## config.mk

```make
export PLATFORM = sky130hd
export DESIGN_NAME = unique_key_directory_table_top
export DESIGN_NICKNAME = d
export VERILOG_FILES = /design/src/hdl/ukdt_pkg.sv /design/src/hdl/ukdt_ram.sv /design/src/hdl/unique_key_directory_table_top.sv
export SDC_FILE = /design/constraint.sdc
export NUM_CORES = 2
export LEC_CHECK = 0
export ABC_AREA = 1
export BUFFER_PORTS_ARGS = -buffer_cell sky130_fd_sc_hd__buf_2
export CAP_MARGIN = 20
export CORE_ASPECT_RATIO = 1.25
export CORE_MARGIN = 5
export CORE_UTILIZATION = 50
export CTS_CLUSTER_SIZE = 24
export DETAILED_ROUTE_END_ITERATION = 8
export PLACE_DENSITY = 0.68
export SLEW_MARGIN = 40
export SYNTH_ARGS = -nofsm -noshare
export SYNTH_HDL_FRONTEND = slang
export SYNTH_SLANG_ARGS = --single-unit
```

## constraint.sdc

```tcl
create_clock -name clk -period 16.4 [get_ports clk]
set_clock_uncertainty 0.15 [all_clocks]
set_input_delay 0.82 -clock clk [delete_from_list [all_inputs] [get_ports clk]]
set_output_delay 0.82 -clock clk [all_outputs]
set_load 0.01 [all_outputs]
```

## src/hdl/ukdt_pkg.sv

```systemverilog
`timescale 1ns / 1ps

package ukdt_pkg;

    localparam int KEY_W    = 64;
    localparam int OP_W     = 2;
    localparam int STATUS_W = 3;

    typedef enum logic [OP_W-1:0] {
        OP_CREATE = 2'd0,
        OP_DELETE = 2'd1,
        OP_SEARCH = 2'd2,
        OP_LIST   = 2'd3
    } op_t;

    typedef enum logic [STATUS_W-1:0] {
        RES_CREATED  = 3'd0,
        RES_EXISTS   = 3'd1,
        RES_DELETED  = 3'd2,
        RES_NOTFOUND = 3'd3,
        RES_FOUND    = 3'd4,
        RES_FULL     = 3'd5,
        RES_LISTED   = 3'd6,
        RES_EMPTY    = 3'd7
    } status_t;

    typedef enum logic [2:0] {
        S_IDLE,
        S_SEARCH,
        S_SHIFT,
        S_FINISH,
        S_LIST_RD,
        S_LIST_OUT
    } state_t;

endpackage

```

## src/hdl/ukdt_ram.sv

```systemverilog
`timescale 1ns / 1ps

module ukdt_ram #(
    parameter int WIDTH = 64,
    parameter int DEPTH = 32
) (
    input  logic                     clk,
    input  logic                     we,
    input  logic [$clog2(DEPTH)-1:0] waddr,
    input  logic [WIDTH-1:0]         wdata,
    input  logic                     re,
    input  logic [$clog2(DEPTH)-1:0] raddr,
    output logic [WIDTH-1:0]         rdata
);

    logic [WIDTH-1:0] mem [DEPTH];
    logic [WIDTH-1:0] rdata_reg;

    always_ff @(posedge clk)
    begin
        if (we)
        begin
            mem[waddr] <= wdata;
        end
        if (re)
        begin
            rdata_reg <= mem[raddr];
        end
    end

    assign rdata = rdata_reg;

endmodule

```

## src/hdl/unique_key_directory_table_top.sv

```systemverilog
`timescale 1ns / 1ps
// Directory of up to ENTRIES unique 64-bit keys (names of up to 8 packed chars).
// Input channel: in_valid / in_stall carrying op and key. One command at a time:
//   in_stall is high from the accepting edge until the command has handed its
//   last result to the output register.
// Output channel: out_valid / out_stall carrying status, entry_key, last.
//   Results sit in an output register; while the receiver stalls, the register
//   holds and the sequencer waits before loading the next result.
// Operation steps (one RAM port pair):
//   search / create / failed delete: one entry read per cycle, compare in the
//     cycle after the read, then the result.
//   delete of a found key: scan until it is found, then the tail shift moving
//     one entry per cycle (read i+1, write i).
//   list: each entry is read, then loaded into the output register when the
//     receiver is free; an empty directory gives one "empty" result.
// A new command is taken in the cycle after the last result is loaded, even
// if that result is still waiting on the receiver.
// Reset clears the entry count; key storage has no reset and needs none,
// since only entries below the count are ever read.
module unique_key_directory_table_top
    import ukdt_pkg::*;
#(
    parameter int ENTRIES = 32
) (
    input  logic                clk,
    input  logic                rst_n,
    input  logic                in_valid,
    output logic                in_stall,
    input  logic [OP_W-1:0]     op,
    input  logic [KEY_W-1:0]    key,
    output logic                out_valid,
    input  logic                out_stall,
    output logic [STATUS_W-1:0] status,
    output logic [KEY_W-1:0]    entry_key,
    output logic                last
);

    localparam int IDX_W = $clog2(ENTRIES);
    localparam int CNT_W = $clog2(ENTRIES + 1);
    localparam logic [CNT_W-1:0] FULL_CNT = CNT_W'(ENTRIES);

    state_t             state_reg, state_next;
    op_t                op_reg, op_next;
    logic [KEY_W-1:0]   key_reg, key_next;
    logic [CNT_W-1:0]   count_reg, count_next;
    logic [CNT_W-1:0]   rd_idx_reg, rd_idx_next;
    logic               pend_reg, pend_next;       // RAM data is valid for pend_idx
    logic [IDX_W-1:0]   pend_idx_reg, pend_idx_next;
    status_t            res_reg, res_next;         // single result for S_FINISH

    logic               out_valid_reg, out_valid_next;
    status_t            status_reg, status_next;
    logic [KEY_W-1:0]   entry_key_reg, entry_key_next;
    logic               last_reg, last_next;

    logic               mem_we;
    logic [IDX_W-1:0]   mem_waddr;
    logic [KEY_W-1:0]   mem_wdata;
    logic               mem_re;
    logic [IDX_W-1:0]   mem_raddr;
    logic [KEY_W-1:0]   mem_rdata;

    logic               accept;
    logic               out_free;
    logic               hit;
    logic               scan_done;
    logic               more;
    logic               list_last;

    ukdt_ram #(
        .WIDTH (KEY_W),
        .DEPTH (ENTRIES)
    ) u_store (
        .clk   (clk),
        .we    (mem_we),
        .waddr (mem_waddr),
        .wdata (mem_wdata),
        .re    (mem_re),
        .raddr (mem_raddr),
        .rdata (mem_rdata)
    );

    assign accept    = in_valid && !in_stall;
    assign in_stall  = (state_reg != S_IDLE);
    assign out_free  = !out_valid_reg || !out_stall;
    // compare runs in the cycle after the read
    assign hit       = pend_reg && (mem_rdata == key_reg);
    assign more      = (rd_idx_reg < count_reg);
    assign scan_done = !pend_reg && !more;
    assign list_last = ((rd_idx_reg + CNT_W'(1)) == count_reg);

    // next state
    always_comb
    begin
        state_next = state_reg;
        case (state_reg)
            S_IDLE:
            begin
                if (accept)
                begin
                    if (op_t'(op) == OP_LIST)
                    begin
                        state_next = (count_reg == '0) ? S_FINISH : S_LIST_RD;
                    end
                    else
                    begin
                        state_next = S_SEARCH;
                    end
                end
            end
            S_SEARCH:
            begin
                if (hit)
                begin
                    state_next = (op_reg == OP_DELETE) ? S_SHIFT : S_FINISH;
                end
                else if (scan_done)
                begin
                    state_next = S_FINISH;
                end
            end
            S_SHIFT:
            begin
                if (scan_done)
                begin
                    state_next = S_FINISH;
                end
            end
            S_FINISH:
            begin
                if (out_free)
                begin
                    state_next = S_IDLE;
                end
            end
            S_LIST_RD:
            begin
                state_next = S_LIST_OUT;
            end
            S_LIST_OUT:
            begin
                if (out_free)
                begin
                    state_next = list_last ? S_IDLE : S_LIST_RD;
                end
            end
            default:
            begin
                state_next = S_IDLE;
            end
        endcase
    end

    // datapath and outputs
    always_comb
    begin
        op_next        = op_reg;
        key_next       = key_reg;
        count_next     = count_reg;
        rd_idx_next    = rd_idx_reg;
        pend_next      = 1'b0;
        pend_idx_next  = pend_idx_reg;
        res_next       = res_reg;
        out_valid_next = out_valid_reg && out_stall;
        status_next    = status_reg;
        entry_key_next = entry_key_reg;
        last_next      = last_reg;
        mem_we         = 1'b0;
        mem_waddr      = count_reg[IDX_W-1:0];
        mem_wdata      = key_reg;
        mem_re         = 1'b0;
        mem_raddr      = rd_idx_reg[IDX_W-1:0];

        case (state_reg)
            S_IDLE:
            begin
                if (accept)
                begin
                    op_next     = op_t'(op);
                    key_next    = key;
                    rd_idx_next = '0;
                    res_next    = RES_EMPTY;
                end
            end
            S_SEARCH:
            begin
                if (hit)
                begin
                    case (op_reg)
                        OP_CREATE: res_next = RES_EXISTS;
                        OP_SEARCH: res_next = RES_FOUND;
                        default:   res_next = RES_DELETED;
                    endcase
                    // tail shift starts at the entry after the match
                    rd_idx_next = CNT_W'(pend_idx_reg) + CNT_W'(1);
                end
                else if (scan_done)
                begin
                    if (op_reg == OP_CREATE)
                    begin
                        if (count_reg == FULL_CNT)
                        begin
                            res_next = RES_FULL;
                        end
                        else
                        begin
                            mem_we     = 1'b1;
                            count_next = count_reg + CNT_W'(1);
                            res_next   = RES_CREATED;
                        end
                    end
                    else
                    begin
                        res_next = RES_NOTFOUND;
                    end
                end
                else if (more)
                begin
                    mem_re        = 1'b1;
                    pend_next     = 1'b1;
                    pend_idx_next = rd_idx_reg[IDX_W-1:0];
                    rd_idx_next   = rd_idx_reg + CNT_W'(1);
                end
            end
            S_SHIFT:
            begin
                if (pend_reg)
                begin
                    mem_we    = 1'b1;
                    mem_waddr = pend_idx_reg - IDX_W'(1);
                    mem_wdata = mem_rdata;
                end
                if (more)
                begin
                    mem_re        = 1'b1;
                    pend_next     = 1'b1;
                    pend_idx_next = rd_idx_reg[IDX_W-1:0];
                    rd_idx_next   = rd_idx_reg + CNT_W'(1);
                end
                else if (!pend_reg)
                begin
                    count_next = count_reg - CNT_W'(1);
                end
            end
            S_FINISH:
            begin
                if (out_free)
                begin
                    out_valid_next = 1'b1;
                    status_next    = res_reg;
                    entry_key_next = '0;
                    last_next      = 1'b1;
                end
            end
            S_LIST_RD:
            begin
                mem_re = 1'b1;
            end
            S_LIST_OUT:
            begin
                if (out_free)
                begin
                    out_valid_next = 1'b1;
                    status_next    = RES_LISTED;
                    entry_key_next = mem_rdata;
                    last_next      = list_last;
                    rd_idx_next    = rd_idx_reg + CNT_W'(1);
                end
            end
            default:
            begin
                out_valid_next = out_valid_reg && out_stall;
            end
        endcase
    end

    always_ff @(posedge clk or negedge rst_n)
    begin
        if (!rst_n)
        begin
            state_reg     <= S_IDLE;
            count_reg     <= '0;
            pend_reg      <= 1'b0;
            out_valid_reg <= 1'b0;
        end
        else
        begin
            state_reg     <= state_next;
            count_reg     <= count_next;
            pend_reg      <= pend_next;
            out_valid_reg <= out_valid_next;
        end
    end

    always_ff @(posedge clk)
    begin
        op_reg        <= op_next;
        key_reg       <= key_next;
        rd_idx_reg    <= rd_idx_next;
        pend_idx_reg  <= pend_idx_next;
        res_reg       <= res_next;
        status_reg    <= status_next;
        entry_key_reg <= entry_key_next;
        last_reg      <= last_next;
    end

    assign out_valid = out_valid_reg;
    assign status    = status_reg;
    assign entry_key = entry_key_reg;
    assign last      = last_reg;

endmodule

```

==> flow_summary_export.csv <==
group,metric,value,unit
status,status,"finished clean",
synthesis,synth_seq_cells,2271,
sta,setup_viol,0,
synthesis,yosysWarnings,0,
final_layout,layout-drive-gt1-share,0.107,
worst_setup_path,crit_chain,"nor2_2 > inv_2 > nor2_4 > inv_4 > nor2_8 > buf_4 > buf_4 > nand2_1 > a21oi_1 > nand2_1 > nor2_4 > buf_4",
sta,post-route-period-util,0.328,
worst_setup_path,crit_type,"register to register",
sta,grt_setup_unrepaired,"false",
die,die_h,484,µm
route,wl,265000,µm
sta,relSlewSlack,0.344,
die,dieArea,0.189,mm²
die,ioPinCount,140,
clock_network,cts_buffers,208,
final_layout,largest_reg_flops,2048,
final_layout,fin_nets,6755,
sta,worst_pin_slew,0.985,ns
sta,setup_tns,0,ns
sta,fmax,0.186,GHz
power_and_ir_drop,p_leak,33.5,nW
sta,slew_viol_final,0,
clock_network,cts_tree,"done",
clock_network,root_buffer,"clkbuf_16",
final_layout,fillers,13900,
placement,hpwl,149000,µm
clock_network,cts.repair.resized,0,
min_path,hold_path.class,"primary input to register",
global_route,gr-total-overflow,0,
worst_setup_path,worstPathMaxFanout,65,
synthesis,syn-cell-area,0.0900,mm²
global_route,grt_pass1_vias,54800,
synthesis,synth.avg_cell_area,13.8,µm²
clock_network,post_cts_buffers,0,
worst_setup_path,arrival,5.69,ns
final_layout,multi_input_area,0.0198,mm²
sta,hold_ws,0.144,ns
die,rows,174,
global_route,grt_usage,0.274,
final_layout,regMostFlops,"u_store.mem",
sta,fin_ws,11.02,ns
global_route,grt_max_degree,180,
clock_network,clock_latency,0.87,ns
sta,post-route-min-period,5.38,ns
final_layout,regArea,0.0681,mm²
sta,hold_violations,0,
power_and_ir_drop,p_comb_frac,0.341,
synthesis,synth-edff-count,2260,
flow_run,maxCapViolations,0,
die,die_w,390,µm
power_and_ir_drop,ir_worst_vdd,0.000151,V
worst_setup_path,critical_path.startpoint_type,"register",
synthesis,synth_nets,6589,
final_layout,final_common_cell,"edfxtp_1",
power_and_ir_drop,pwr-share-seq,0.400,
power_and_ir_drop,clock_power_share,0.260,
synthesis,synth_ff_type,"edfxtp_1",
worst_setup_path,cp.required,16.71,ns
die,core,0.179,mm²
route,avgViaCountPerCell,6.27,
route,drtIter0Drc,8049,
clock_network,htreeDepth,4,
worst_setup_path,max_stage_delay,0.79,ns
clock_network,clk_path_buf_depth,3,
synthesis,ys_types,48,
final_layout,area_delta_synth_final,12.9,%
power_and_ir_drop,internal-power,11.3,mW
route,vias,57900,
synthesis,synth-seq-area-share,0.757,
power_and_ir_drop,p_per_area,180,mW/mm²
worst_setup_path,slowest_stage,"buf_4",
die,floorplan.initialDensity,0.502,
final_layout,layout_common_cells,"edfxtp_1 (2260), nor2_1 (1059), o21ai_0 (895), o22ai_1 (461), nand2_1 (378)",
clock_network,cts_hold_buf,67,
route,drt_pass1_iterations,8,
power_and_ir_drop,netSwitchingFraction,0.381,
power_and_ir_drop,p_sw,6.96,mW
global_route,antenna_found_initial,13,
route,wire_per_inst,28.7,µm
route,ant_nets,0,
placement,portBuffers,139,
placement,dpl_worst_slack,11.07,ns
global_route,grt_pass1_wl,380000,µm
placement,place.gp.congestion,0.969,
clock_network,clk_pin_slew,0.06,ns
synthesis,syn_inst,6505,
route,drc_errors,0,
worst_setup_path,end_kind,"register",
synthesis,ys_async_sr_fraction,0.00484,
clock_network,cts.sinks,2271,
worst_setup_path,cpMostUsedCell,"buf_4",
kinds of logic (layout without fill, tap and decap cells):
family | after synthesis | in the layout | share of synthesized area
flops | 2271 | 2271 | 0.757
compound gates | 1795 | 1795 | 0.116
simple gates | 1568 | 1568 | 0.0681
buf+inv | 598 | 942 | 0.0289
mux | 232 | 232 | 0.0258
xor+xnor | 27 | 27 | 0.00263
fa+ha+maj | 14 | 14 | 0.00203
other cells | 0 | 4 | 0
cell usage after synthesis, drive strengths merged (9+ instances only):
library cell / number / share of area
xor2: 13 / 0.0013
nor3: 10 / 0.00056
buf: 164 / 0.011
nand3: 32 / 0.0021
or2: 9 / 0.00063
inv: 173 / 0.0072
dfrtp: 11 / 0.0031
o22ai: 463 / 0.032
nor2: 1097 / 0.046
o31ai: 60 / 0.0071
xnor2: 14 / 0.0014
o221ai: 116 / 0.011
o21ai: 1009 / 0.056
mux2i: 232 / 0.026
ha: 13 / 0.0018
nand4: 29 / 0.0021
a21oi: 135 / 0.0075
nand2: 386 / 0.016
edfxtp: 2260 / 0.75
clkbuf: 261 / 0.011
layout make-up:
class | count | share of cell area
flip-flops and latches | 2271 | 0.671
clock inverters | 129 | 0.0107
multi-input cells | 3636 | 0.195
repair buffers | 381 | 0.0339
well taps | 2376 | 0.0293
clock buffers | 259 | 0.0542
diodes | 4 | 0.0000985
inverters | 173 | 0.00671
routing by layer:
| metal | global-route usage | vias up | routed length (µm) |
|---|---|---|---|
| li1 | - | 24800 | - |
| met3 | 0.0862 | 539 | 33900 |
| met4 | 0.103 | 4 | 9940 |
| met1 | 0.376 | 29000 | 101000 |
| met2 | 0.412 | 3590 | 120000 |
| met5 | 0 | - | 27 |
path summary, 6_finish.rpt:
path,startpoint,to,slack [ns],cells after the start
max,state_reg[2]$_DFFE_PN0P_,u_store.mem[17][37]$_DFFE_PP_,11.02,12
min,out_stall,out_valid$_DFF_PN0_,0.14,3
max reg2reg,state_reg[2]$_DFFE_PN0P_,u_store.mem[17][37]$_DFFE_PP_,11.02,12
min reg2reg,res_reg[2]$_SDFFCE_PN1P_,status[2]$_SDFFCE_PP1P_,0.36,1
max in group asynchronous,rst_n,state_reg[2]$_DFFE_PN0P_,15.59,2
min in group asynchronous,rst_n,count_reg[3]$_DFFE_PN0P_,0.25,2
stage by stage:
| step | utilization | cell area, µm² | std cells | total power, mW |
|---|---|---|---|---|
| 4_1_cts | 0.565 | 101000 | 9215 | 18.1 |
| 3_3_place_gp | 0.520 | 93300 | 8732 | 13.2 |
| 2_1_floorplan | - | 90000 | 6505 | 11.0 |
| 3_5_place_dp | 0.524 | 94000 | 8760 | 13.4 |
| 5_1_grt | 0.566 | 102000 | 9226 | 18.9 |
| 6_report | 0.566 | 102000 | 9229 | 18.3 |
power by group through the flow:
stage | Combinational, mW | Sequential (mW) | Clock, mW
6_report | 6.22 | 7.29 | 4.74
3_3_place_gp | 5.84 | 7.41 | 0
5_1_grt | 6.58 | 7.30 | 5.02
4_1_cts | 6.03 | 7.28 | 4.78
2_1_floorplan | 3.68 | 7.35 | 0
3_5_place_dp | 6.00 | 7.40 | 0
critical path, delay by kind of cell, from the launching register on:
kind / cells / cell delay [ns]
flip-flops: 1 / 0.45
AO/OA/AOI/OAI: 1 / 0.30
AND/OR/NAND/NOR: 6 / 1.69
buffers and inverters: 5 / 2.25
Note: power is estimated with default switching activity, not from simulation.
